<file path="src/rtl/ita_pkg.sv">
// ita_pkg: shared constants, format descriptor type and digit-to-ASCII
// mapping for the integer-to-ASCII formatter. No dependencies.
package ita_pkg;

	localparam int VALUE_BITS_DEF = 32;
	localparam int RUN_MAX        = 64;
	localparam int CNT_W          = 8;

	localparam logic [1:0] BASE_DEC = 2'd0;
	localparam logic [1:0] BASE_OCT = 2'd1;

	localparam logic [7:0] CH_ZERO  = 8'h30;
	localparam logic [7:0] CH_MINUS = 8'h2D;
	localparam logic [7:0] CH_PLUS  = 8'h2B;
	localparam logic [7:0] CH_SPACE = 8'h20;
	localparam logic [7:0] CH_X_LO  = 8'h78;
	localparam logic [7:0] CH_X_UP  = 8'h58;
	localparam logic [7:0] CH_A_LO  = 8'h61;
	localparam logic [7:0] CH_A_UP  = 8'h41;

	typedef struct packed {
		logic       upper;
		logic       left;
		logic       zpad;
		logic       alt;
		logic       plus;
		logic       blank;
		logic       sgn;
		logic       neg;
		logic       hex;
		logic       oct;
		logic [5:0] width;
		logic [5:0] prec;
	} fmt_t;

	function automatic logic [7:0] digit_char(input logic [3:0] d, input logic upper);
		logic [7:0] r;
		if (d < 4'd10)
			r = CH_ZERO + {4'd0, d};
		else
			r = (upper ? CH_A_UP : CH_A_LO) + {4'd0, d} - 8'd10;
		return r;
	endfunction

endpackage

</file>
<file path="src/rtl/integer_to_ascii_formatter_unit.sv">
// integer_to_ascii_formatter_unit: printf-style integer to ASCII text, one char word per cycle.
// Decimal runs the bit-serial shift/add-3 digit unit, then the digit align scan; octal/hex
// go straight to the align scan. A plan step follows, then the char words.
// A new start is taken only when not busy; busy drops after the last char.
// Reset: arst_n clears busy, the FSM states and strobe/last; no char words appear until a start is taken.
// Depends on ita_pkg, ita_conv, ita_emit.
module integer_to_ascii_formatter_unit #(
	parameter int VALUE_BITS = ita_pkg::VALUE_BITS_DEF
) (
	input  logic                         clk,
	input  logic                         arst_n,
	input  logic                         start,
	output logic                         busy,
	input  logic signed [VALUE_BITS-1:0] value,
	input  logic [1:0]                   base_sel,
	input  logic                         is_signed,
	input  logic                         upper_case,
	input  logic                         left_align,
	input  logic                         zero_pad,
	input  logic                         alt_form,
	input  logic                         plus_sign,
	input  logic                         blank_sign,
	input  logic [5:0]                   width,
	input  logic [5:0]                   precision,
	output logic                         strobe,
	output logic [7:0]                   out_char,
	output logic                         last
);

	localparam int DIG_N  = (VALUE_BITS + 2) / 3;
	localparam int NDIG_W = $clog2(DIG_N + 1);

	logic                  busy_q;
	ita_pkg::fmt_t         fmt_q;
	logic                  accept, neg, hex, oct;
	logic [VALUE_BITS-1:0] uval, mag;
	logic                  conv_done, emit_done;
	logic [4*DIG_N-1:0]    digits;
	logic [NDIG_W-1:0]     ndig;

	assign accept = start && !busy_q;
	assign uval   = VALUE_BITS'(value);
	assign neg    = is_signed && uval[VALUE_BITS-1];
	assign mag    = neg ? (~uval + 1'b1) : uval;
	assign hex    = base_sel[1];
	assign oct    = (base_sel == ita_pkg::BASE_OCT);

	always_ff @(posedge clk or negedge arst_n) begin
		if (!arst_n) begin
			busy_q <= 1'b0;
		end else begin
			if (accept)
				busy_q <= 1'b1;
			else if (emit_done)
				busy_q <= 1'b0;
		end
	end

	always_ff @(posedge clk) begin
		if (accept) begin
			fmt_q.upper <= upper_case;
			fmt_q.left  <= left_align;
			fmt_q.zpad  <= zero_pad;
			fmt_q.alt   <= alt_form;
			fmt_q.plus  <= plus_sign;
			fmt_q.blank <= blank_sign;
			fmt_q.sgn   <= is_signed;
			fmt_q.neg   <= neg;
			fmt_q.hex   <= hex;
			fmt_q.oct   <= oct;
			fmt_q.width <= width;
			fmt_q.prec  <= precision;
		end
	end

	ita_conv #(.VALUE_BITS(VALUE_BITS)) u_conv (
		.clk    (clk),
		.arst_n (arst_n),
		.start  (accept),
		.mag    (mag),
		.hex    (hex),
		.oct    (oct),
		.done   (conv_done),
		.digits (digits),
		.ndig   (ndig)
	);

	ita_emit #(.VALUE_BITS(VALUE_BITS)) u_emit (
		.clk      (clk),
		.arst_n   (arst_n),
		.start    (conv_done),
		.fmt      (fmt_q),
		.digits   (digits),
		.ndig     (ndig),
		.done     (emit_done),
		.strobe   (strobe),
		.out_char (out_char),
		.last     (last)
	);

	assign busy = busy_q;

	a_strobe_busy: assert property (@(posedge clk) disable iff (!arst_n)
		strobe |-> busy_q) else $error("char word outside a run");
	a_accept_busy: assert property (@(posedge clk) disable iff (!arst_n)
		accept |=> busy_q) else $error("busy not raised after start");
	a_last_strobe: assert property (@(posedge clk) disable iff (!arst_n)
		last |-> strobe) else $error("last without strobe");
	a_last_gap: assert property (@(posedge clk) disable iff (!arst_n)
		(strobe && last) |=> !strobe) else $error("char word right after last");
	a_conv_idle: assert property (@(posedge clk) disable iff (!arst_n)
		conv_done |-> busy_q && !strobe) else $error("digits ready during a run");

endmodule

</file>
<file path="src/rtl/ita_conv.sv">
// ita_conv: turns the unsigned magnitude into a digit register, MS digit on top,
// plus the digit count. Decimal runs a shift/add-3 unit one bit per cycle.
// Depends on ita_pkg.
module ita_conv #(
	parameter int VALUE_BITS = ita_pkg::VALUE_BITS_DEF,
	localparam int DIG_N  = (VALUE_BITS + 2) / 3,
	localparam int NDIG_W = $clog2(DIG_N + 1)
) (
	input  logic                   clk,
	input  logic                   arst_n,
	input  logic                   start,
	input  logic [VALUE_BITS-1:0]  mag,
	input  logic                   hex,
	input  logic                   oct,
	output logic                   done,
	output logic [4*DIG_N-1:0]     digits,
	output logic [NDIG_W-1:0]      ndig
);

	localparam logic [1:0] S_IDLE  = 2'd0;
	localparam logic [1:0] S_DAB   = 2'd1;
	localparam logic [1:0] S_ALIGN = 2'd2;
	localparam int BIT_W = $clog2(VALUE_BITS + 1);

	logic [1:0]            state_q;
	logic [4*DIG_N-1:0]    bcd_q;
	logic [VALUE_BITS-1:0] mag_q;
	logic [BIT_W-1:0]      bit_q;
	logic [NDIG_W-1:0]     ndig_q;
	logic                  done_q;

	logic [4*DIG_N-1:0] hex_nib;
	logic [3*DIG_N-1:0] ext3;
	logic [4*DIG_N-1:0] oct_nib;
	logic [4*DIG_N-1:0] adj;

	assign hex_nib = (4*DIG_N)'(mag);
	assign ext3    = (3*DIG_N)'(mag);

	for (genvar i = 0; i < DIG_N; i++) begin : g_nib
		assign oct_nib[4*i +: 4] = {1'b0, ext3[3*i +: 3]};
		assign adj[4*i +: 4] = (bcd_q[4*i +: 4] >= 4'd5) ?
			bcd_q[4*i +: 4] + 4'd3 : bcd_q[4*i +: 4];
	end

	always_ff @(posedge clk or negedge arst_n) begin
		if (!arst_n) begin
			state_q <= S_IDLE;
			done_q  <= 1'b0;
		end else begin
			done_q <= 1'b0;
			case (state_q)
				S_IDLE: begin
					if (start) begin
						ndig_q <= NDIG_W'(DIG_N);
						if (hex) begin
							bcd_q   <= hex_nib;
							state_q <= S_ALIGN;
						end else if (oct) begin
							bcd_q   <= oct_nib;
							state_q <= S_ALIGN;
						end else begin
							bcd_q   <= '0;
							mag_q   <= mag;
							bit_q   <= BIT_W'(VALUE_BITS);
							state_q <= S_DAB;
						end
					end
				end
				S_DAB: begin
					bcd_q <= {adj[4*DIG_N-2:0], mag_q[VALUE_BITS-1]};
					mag_q <= mag_q << 1;
					bit_q <= bit_q - 1'b1;
					if (bit_q == BIT_W'(1))
						state_q <= S_ALIGN;
				end
				S_ALIGN: begin
					if (bcd_q[4*DIG_N-1 -: 4] == 4'd0 && ndig_q > NDIG_W'(1)) begin
						bcd_q  <= bcd_q << 4;
						ndig_q <= ndig_q - 1'b1;
					end else begin
						done_q  <= 1'b1;
						state_q <= S_IDLE;
					end
				end
				default: state_q <= S_IDLE;
			endcase
		end
	end

	assign done   = done_q;
	assign digits = bcd_q;
	assign ndig   = ndig_q;

endmodule

</file>
<file path="src/rtl/ita_emit.sv">
// ita_emit: plans the segment bounds (sign, prefix, zeros, digits, spaces)
// and sends one character word per cycle. Depends on ita_pkg.
module ita_emit #(
	parameter int VALUE_BITS = ita_pkg::VALUE_BITS_DEF,
	localparam int DIG_N  = (VALUE_BITS + 2) / 3,
	localparam int NDIG_W = $clog2(DIG_N + 1)
) (
	input  logic                 clk,
	input  logic                 arst_n,
	input  logic                 start,
	input  ita_pkg::fmt_t        fmt,
	input  logic [4*DIG_N-1:0]   digits,
	input  logic [NDIG_W-1:0]    ndig,
	output logic                 done,
	output logic                 strobe,
	output logic [7:0]           out_char,
	output logic                 last
);

	localparam logic [1:0] S_IDLE = 2'd0;
	localparam logic [1:0] S_PLAN = 2'd1;
	localparam logic [1:0] S_RUN  = 2'd2;
	localparam int W = ita_pkg::CNT_W;

	logic [1:0]          state_q;
	ita_pkg::fmt_t       fmt_q;
	logic [4*DIG_N-1:0]  dig_q;
	logic [NDIG_W-1:0]   nd_q;
	logic [W-1:0]        b1_q, b2_q, b3_q, b4_q, b5_q, pos_q;
	logic                strobe_q, last_q;
	logic [7:0]          char_q;

	logic              sign_n;
	logic [1:0]        pfx_n;
	logic signed [8:0] lead, rest, nd9, zeros, pzr, zc, sp;
	logic [7:0]        ch;
	logic              in_dig, last_c;

	always_comb begin
		sign_n = fmt_q.sgn && (fmt_q.neg || fmt_q.plus || fmt_q.blank);
		pfx_n  = (fmt_q.alt && fmt_q.hex) ? 2'd2 : ((fmt_q.alt && fmt_q.oct) ? 2'd1 : 2'd0);
		lead   = signed'(9'(sign_n)) + signed'(9'(pfx_n));
		nd9    = signed'(9'(nd_q));
		rest   = signed'(9'(fmt_q.width)) - lead - nd9;
		zeros  = (fmt_q.zpad && !fmt_q.left && rest > 0) ? rest : 9'sd0;
		pzr    = signed'(9'(fmt_q.prec)) - zeros - nd9;
		zc     = zeros + ((pzr > 0) ? pzr : 9'sd0);
		sp     = (fmt_q.left && rest > 0) ? rest : 9'sd0;
	end

	always_comb begin
		in_dig = 1'b0;
		if (pos_q < b1_q)
			ch = fmt_q.neg ? ita_pkg::CH_MINUS :
				(fmt_q.plus ? ita_pkg::CH_PLUS : ita_pkg::CH_SPACE);
		else if (pos_q < b2_q)
			ch = (pos_q == b1_q) ? ita_pkg::CH_ZERO :
				(fmt_q.upper ? ita_pkg::CH_X_UP : ita_pkg::CH_X_LO);
		else if (pos_q < b3_q)
			ch = ita_pkg::CH_ZERO;
		else if (pos_q < b4_q) begin
			ch     = ita_pkg::digit_char(dig_q[4*DIG_N-1 -: 4], fmt_q.upper);
			in_dig = 1'b1;
		end else
			ch = ita_pkg::CH_SPACE;
		last_c = (pos_q == b5_q - 1'b1) || (pos_q == W'(ita_pkg::RUN_MAX - 1));
	end

	always_ff @(posedge clk or negedge arst_n) begin
		if (!arst_n) begin
			state_q  <= S_IDLE;
			strobe_q <= 1'b0;
			last_q   <= 1'b0;
		end else begin
			strobe_q <= 1'b0;
			last_q   <= 1'b0;
			case (state_q)
				S_IDLE: begin
					if (start) begin
						fmt_q   <= fmt;
						dig_q   <= digits;
						nd_q    <= ndig;
						state_q <= S_PLAN;
					end
				end
				S_PLAN: begin
					b1_q    <= W'(sign_n);
					b2_q    <= W'(sign_n) + W'(pfx_n);
					b3_q    <= W'(sign_n) + W'(pfx_n) + zc[W-1:0];
					b4_q    <= W'(lead + zc + nd9);
					b5_q    <= W'(lead + zc + nd9 + sp);
					pos_q   <= '0;
					state_q <= S_RUN;
				end
				S_RUN: begin
					strobe_q <= 1'b1;
					char_q   <= ch;
					last_q   <= last_c;
					pos_q    <= pos_q + 1'b1;
					if (in_dig)
						dig_q <= dig_q << 4;
					if (last_c)
						state_q <= S_IDLE;
				end
				default: state_q <= S_IDLE;
			endcase
		end
	end

	assign done     = strobe_q && last_q;
	assign strobe   = strobe_q;
	assign out_char = char_q;
	assign last     = last_q;

endmodule
</file>
<file path="config.mk">
export PLATFORM = sky130hd
export DESIGN_NAME = integer_to_ascii_formatter_unit
export DESIGN_NICKNAME = d
export VERILOG_FILES = /design/src/rtl/ita_pkg.sv /design/src/rtl/integer_to_ascii_formatter_unit.sv /design/src/rtl/ita_conv.sv /design/src/rtl/ita_emit.sv
export SDC_FILE = /design/constraint.sdc
export NUM_CORES = 1
export LEC_CHECK = 0
export BUFFER_PORTS_ARGS = -buffer_cell sky130_fd_sc_hd__buf_4
export CORE_ASPECT_RATIO = 1.2
export CORE_UTILIZATION = 55
export CTS_CLUSTER_SIZE = 14
export DETAILED_ROUTE_END_ITERATION = 16
export GPL_TIMING_DRIVEN = 0
export MAX_ROUTING_LAYER = met4
export PLACE_DENSITY_LB_ADDON = 0.12
export SYNTH_ARGS = -nofsm -noshare
export SYNTH_HDL_FRONTEND = slang
export SYNTH_SLANG_ARGS = --single-unit
</file>
<file path="constraint.sdc">
create_clock -name clk -period 9.6 [get_ports clk]
set_clock_uncertainty 0.15 [all_clocks]
set_input_delay 0.96 -clock clk [delete_from_list [all_inputs] [get_ports clk]]
set_output_delay 0.96 -clock clk [all_outputs]
set_load 0.01 [all_outputs]
</file>
### Word-level counts from Yosys, hierarchy flattened

Index checks and enable logic that the tools add are counted.

| storage, ports and cells | value |
|---|---|
| register bits after elaboration | 235 |
| word-level logic and storage cells | 211 |

| cells by class | value |
|---|---|
| add/subtract/negate cells | 30 |
| $lt $le $gt $ge | 19 |
| equal/unequal tests | 18 |
| muxes and demuxes | 66 |
| bitwise logic cells | 1 |
| reduce and logical (&&, ||, !) cells | 34 |

Operators by type and width:

| kind | number |
|---|---|
| $mux 44 | 5 |
| $pmux 44 s3 | 1 |
| $mux 32 | 4 |
| $pmux 44 s2 | 1 |
| $mux 8 | 9 |
| $pmux 32 s2 | 1 |
| $mux 4 | 13 |
| $ge 4x3->1 const B | 11 |
| $mux 42 | 1 |
| $add 4x2->4 const B | 10 |
| $add 32x1->32 const B | 1 |
| $add 8x8->8 | 4 |
| $not 32->32 | 1 |
| $mux 6 | 5 |
| $lt 8x8->1 | 3 |
| $gt 9x1->1 const B | 2 |
| $sub 7x9->9 | 2 |
| $sub 9x5->9 | 2 |
| $mux 2 | 8 |
| $pmux 8 s2 | 1 |
| $pmux 2 s3 | 2 |
| $pmux 6 s2 | 1 |
| $reduce_and 4->1 | 3 |
| $mux 1 | 11 |
| 34 further kinds | 66 |

### Longest topological paths before layout

| logic depth | value |
|---|---|
| depth after elaboration | 17 |
| gate-level depth with buffers | 40 |
| mapped depth without buffers | 40 |

### Cells and area by module

A second synthesis with hierarchy kept.

| second synthesis, totals | value |
|---|---|
| cells, all modules | 1171 |
| area total of the unflattened synthesis | 13842.0 µm² |

Modules (own cells, without submodules):

| module | times used | cells an instance | area each (µm²) | sequential area each (µm²) |
|---|---|---|---|---|
| ita_emit | 1 | 602 | 7193.1 | 3493.4 |
| ita_conv | 1 | 426 | 5142.4 | 2657.5 |
| integer_to_ascii_formatter_unit | 1 | 143 | 1506.4 | 685.7 |

### Worst setup path after synthesis

Ideal clock, no wire load.

| path | value |
|---|---|
| kind | register to register |
| start point | register u_emit.fmt_q[14] in the netlist's numbering |
| end point | register u_emit.b5_q[7] (data pin) |
| setup time | 0.260 ns |
| arrival time | 7.648 ns |
| setup slack | 1.542 ns |
| stages on the path, launching flop included | 34 |
| period minus slack after synthesis | 8.058 ns |
| cells stage by stage | edfxtp_1 > o31a_1 > ha_1 > inv_1 > fa_1 > fa_1 > a211oi_1 > o21ai_0 > nand2_1 > or2_2 > fa_1 > ha_1 > nor2b_1 > o21ai_0 > nand2b_1 > a211oi_1 > xnor2_1 > nor2_1 > ha_1 > inv_1 > fa_1 > fa_1 > inv_1 > ha_1 > inv_1 > fa_1 > inv_1 > ha_1 > nor2b_1 > o21ai_0 > a21oi_1 > o41ai_1 > xnor2_1 > xnor2_1 |

| on the way | value |
|---|---|
| cells in the longest elaborated chain, start to end | 17 |
| elaborated cells between the ends (all ways) | 19 |

RTL lines:

| what | line | RTL |
|---|---|---|
| start: declaration | ita_emit.sv:26 | `ita_pkg::fmt_t fmt_q;` |
| start signal: assignment | ita_emit.sv:80 | `fmt_q <= fmt;` |
| $logic_or 1x1->1 (*) (2 in a row) | ita_emit.sv:40 | `sign_n = fmt_q.sgn && (fmt_q.neg \|\| fmt_q.plus \|\| fmt_q.blank);` |
| $logic_and 1x1->1 (*) | ita_emit.sv:40 |  |
| net u_emit.sign_n | ita_emit.sv:33 | `logic sign_n;` |
| $add 1x2->3 (*) | ita_emit.sv:42 | `lead = signed'(9'(sign_n)) + signed'(9'(pfx_n));` |
| net u_emit.lead[0] | ita_emit.sv:35 | `logic signed [8:0] lead, rest, nd9, zeros, pzr, zc, sp;` |
| $sub 7x9->9 | ita_emit.sv:44 | `rest = signed'(9'(fmt_q.width)) - lead - nd9;` |
| $sub 9x5->9 | ita_emit.sv:44 |  |
| $gt 9x1->1 | ita_emit.sv:45, ita_emit.sv:48 |  |
| [2 not listed] | -- |  |
| $sub 7x9->9 | ita_emit.sv:46 | `pzr = signed'(9'(fmt_q.prec)) - zeros - nd9;` |
| $sub 9x5->9 | ita_emit.sv:46 |  |
| $gt 9x1->1 | ita_emit.sv:47 | `zc = zeros + ((pzr > 0) ? pzr : 9'sd0);` |
| $mux 8 | ita_emit.sv:47 |  |
| $add 8x8->8 | ita_emit.sv:47 |  |
| $add 8x8->8 | ita_emit.sv:91 | `b5_q <= W'(lead + zc + nd9 + sp);` |
| $add 8x5->8 | ita_emit.sv:91 |  |
| $add 8x8->8 (*) | ita_emit.sv:91 |  |
| end signal: assignment | ita_emit.sv:91 |  |
| end: declaration | ita_emit.sv:29 | `logic [W-1:0] b1_q, b2_q, b3_q, b4_q, b5_q, pos_q;` |

The timed path passes the listed nets; every way through them passes the cells marked *.
A chain may end at the register's enable or synchronous reset.

### Final worst setup path

Same ends and word-level chain as after synthesis.

==> results_dict.tcl <==
set metrics [dict create \
    clockPowerShare_pct 18.8 \
    ys_seq_area_share_pct 50.2 \
    cp-start-kind "register" \
    peakVddDrop_v 0.000216 \
    ant_nets 0 \
    h-tree-depth 1 \
    max_slew.worst_pin.slew_ns 1.24 \
    clk_latency_ns 0.53 \
    clockBufferDepth 3 \
    yosysTopAreaCell "edfxtp_1" \
    max_stage_delay_ns 0.48 \
    p_per_area_mw_per_mm2 311 \
    grt_pass1_wl_um 51300 \
    cp_data_arrival_time_ns 8.99 \
    port_buffers 65 \
    syn_inst 1226 \
    place_hpwl_um 24700 \
    status "complete, no violations" \
    cp_common_cell "fa_1" \
    cts-root-buf "clkbuf_16" \
    vias 9701 \
    grt_max_degree 33 \
    yosysMostFrequentCell "edfxtp_1" \
    fmax_mhz 113 \
    final_cells 1664 \
    grt_remaining_overflow 0 \
    fin_setup_tns_ns 0 \
    synth_top_family_by_area "compound AO/OA/AOI/OAI gates" \
    clock_sinks 229 \
    routabilityCongestion 0.914 \
    drc 0 \
    worstPathRequired_ns 9.73 \
    cp_max_fo 7 \
    pwr-share-comb_pct 45.9 \
    drive_gt1_share_pct 12.1 \
    dieHeight_um 174 \
    slowest_stage "fa_1" \
    first_iter_violations 699 \
    r2r_cells 35 \
    post_drt_via_cell_ratio 5.83 \
    cap_violations 0 \
    finalCriticalPeriod_ns 8.86 \
    syn_area_mm2 0.0136 \
    synthArstFlopShare_pct 3.49 \
    cellLeakagePower_nw 5.89 \
    pwr-share-seq_pct 35.3 \
    area_growth_pct 12.8 \
    slew_headroom_pct 17.6 \
    antenna_found_initial 1 \
    power.total_mw 4.79 \
    p_int_mw 2.93 \
    p_sw_share_pct 38.8 \
    firstDrtPassIters 6 \
    num_rows 62 \
    clk_pin_slew_ns 0.06 \
    cts_tree "yes" \
    core_area_mm2 0.0241 \
    synth_commonest_cells "edfxtp_1 (221), inv_1 (110), ha_1 (99)" \
    p_sw_mw 1.86 \
    initial_core_util_pct 56.5 \
    cts_inserted_buffers 25 \
    slew_viol_final 0 \
    synth-compound-area-share_pct 13.2 \
    die_w_um 146 \
    yosys_warnings 0 \
    hold_class "in2async" \
    muxShareOfSynthArea_pct 3.70 \
    rsz0062_at_grt "no" \
    synth_simple_gate_area_share_pct 11.4 \
    wl_um 33000 \
    wire_per_inst_um 19.8 \
    synth.top_cell.area_share_pct 48.7 \
    netlist-cell-type-count 71 \
    synth_area_leaders "edfxtp_1 (49%), ha_1 (9.1%), xnor2_1 (4.1%)" \
    ys_seq_elements 229 \
    synth_edf_count 221 \
    synth_flop_cell "edfxtp_1" \
    die-area_mm2 0.0254 \
    synthAdderAreaFrac_pct 11.0 \
    dp.cells 1617 \
    nets 1492 \
    synthXorXnorAreaFrac_pct 6.46 \
    grt_usage_pct 27.2 \
    synth.avg_cell_area_um2 11.1 \
    ctsHoldBuffers 0 \
    finalCritPeriodShare_pct 92.2 \
    grt_pass1_vias 9684 \
    criticalPathCategory "reg2reg" \
    ios 67 \
    setup_viol 0 \
    end_kind "register" \
    hold_viol 0 \
]
-- cell type report --
cell class | instances | area (um^2)
well taps | 320 | 400
clock buffers | 36 | 667
plain buffers | 36 | 139
multi-input cells | 853 | 6290
clock inverters | 10 | 77.6
inverters | 111 | 417
fillers | 1965 | 8750
diodes | 1 | 2.50
flip-flops and latches | 229 | 6840
repair buffers | 68 | 548
-- flip-flops by register name (all words and copies together), names as in the netlist, 7 cells and up --
signal and cells:
fmt_q 22, u_conv.digits 44, u_conv.mag_q 32, u_emit.b3_q 8
u_emit.b4_q 8, u_emit.b5_q 8, u_emit.dig_q 44, u_emit.fmt_q 22
u_emit.out_char 7, u_emit.pos_q 8
-- metrics by stage --
step | setup WS (ns) | instance area [um^2] | util [%] | hold slack [ns]
global route | 0.0942 | 15400 | 63.7 | 0.121
detailed placement | 0.603 | 14600 | 60.6 | 0.255
global placement | 0.728 | 14500 | 60.2 | 0.251
CTS | 0.611 | 15400 | 63.7 | 0.117
finish | 0.744 | 15400 | 63.7 | 0.131
floorplan | 1.54 | 13600 | - | 0.250
-- power groups by stage --
stage / logic, mW / clock network, mW / registers [mW]
3_3_place_gp: 2.10 / 0 / 1.72
4_1_cts: 2.20 / 0.909 / 1.69
3_5_place_dp: 2.18 / 0 / 1.71
5_1_grt: 2.46 / 0.946 / 1.72
2_1_floorplan: 1.60 / 0 / 1.66
6_report: 2.20 / 0.897 / 1.69
-- per-layer routing --
layer	vias up	part of all wire (%)	GRT usage, %
met5	-	0	-
met4	0	4.9	14.1
met3	102	5.8	3.62
met2	327	52	48.4
met1	4623	37	29.5
li1	4649	-	-
-- layout by cell type, fill, tap and decap left out, types with 14 or more instances in the layout --
cell type | synthesis | final
a21oi_1 | 72 | 71
a22oi_1 | 14 | 14
buf_4 | 1 | 66
clkbuf_1 | 30 | 41
clkbuf_16 | 0 | 25
edfxtp_1 | 221 | 221
ha_1 | 99 | 99
inv_1 | 110 | 110
mux2_2 | 43 | 43
nand2_1 | 92 | 92
nand2b_1 | 24 | 24
nand3_1 | 14 | 14
nor2_1 | 94 | 94
nor2b_1 | 19 | 18
nor3_1 | 18 | 18
o21ai_0 | 80 | 79
xnor2_1 | 64 | 64
xor2_1 | 34 | 34
-- worst max-delay path, delay by kind of cell, from the launching register on --
family,cells,cell delay [ns]
DFF,1,0.43
and+or+nand+nor,9,1.23
adders and majority gates,11,4.13
AOI/OAI and AO/OA,7,1.46
buffers and inverters,4,0.31
xor gates and xnor gates,4,0.89
-- final timing paths --
check / start / to / slack [ns]
worst max-delay path: u_emit.fmt_q[14] / u_emit.b5_q[7] / 0.74
worst min-delay path: arst_n / u_conv.state_q[1] / 0.13
worst max register to register: u_emit.fmt_q[14] / u_emit.b5_q[7] / 0.74
worst min register to register: fmt_q[15] / u_emit.fmt_q[15] / 0.27
max in group asynchronous: arst_n / u_conv.state_q[0] / 8.99
min in group clk: fmt_q[15] / u_emit.fmt_q[15] / 0.27
-- cell families after synthesis --
kind of cell,count (synthesis)
xor gates and xnor gates,99
muxes,45
AOI/OAI and AO/OA,276
DFF,229
other,2
adders and majority gates,112
and+or+nand+nor,316
buffers and inverters,147
-- timing repair --
action | CTS | global route
endpoints found under the setup margin | 0 | 1
resized for setup | 0 | 1
hold endpoints to repair | 0 | 0
setup buffers | 0 | 0
No activity file was read; power rests on OpenSTA's default activity.
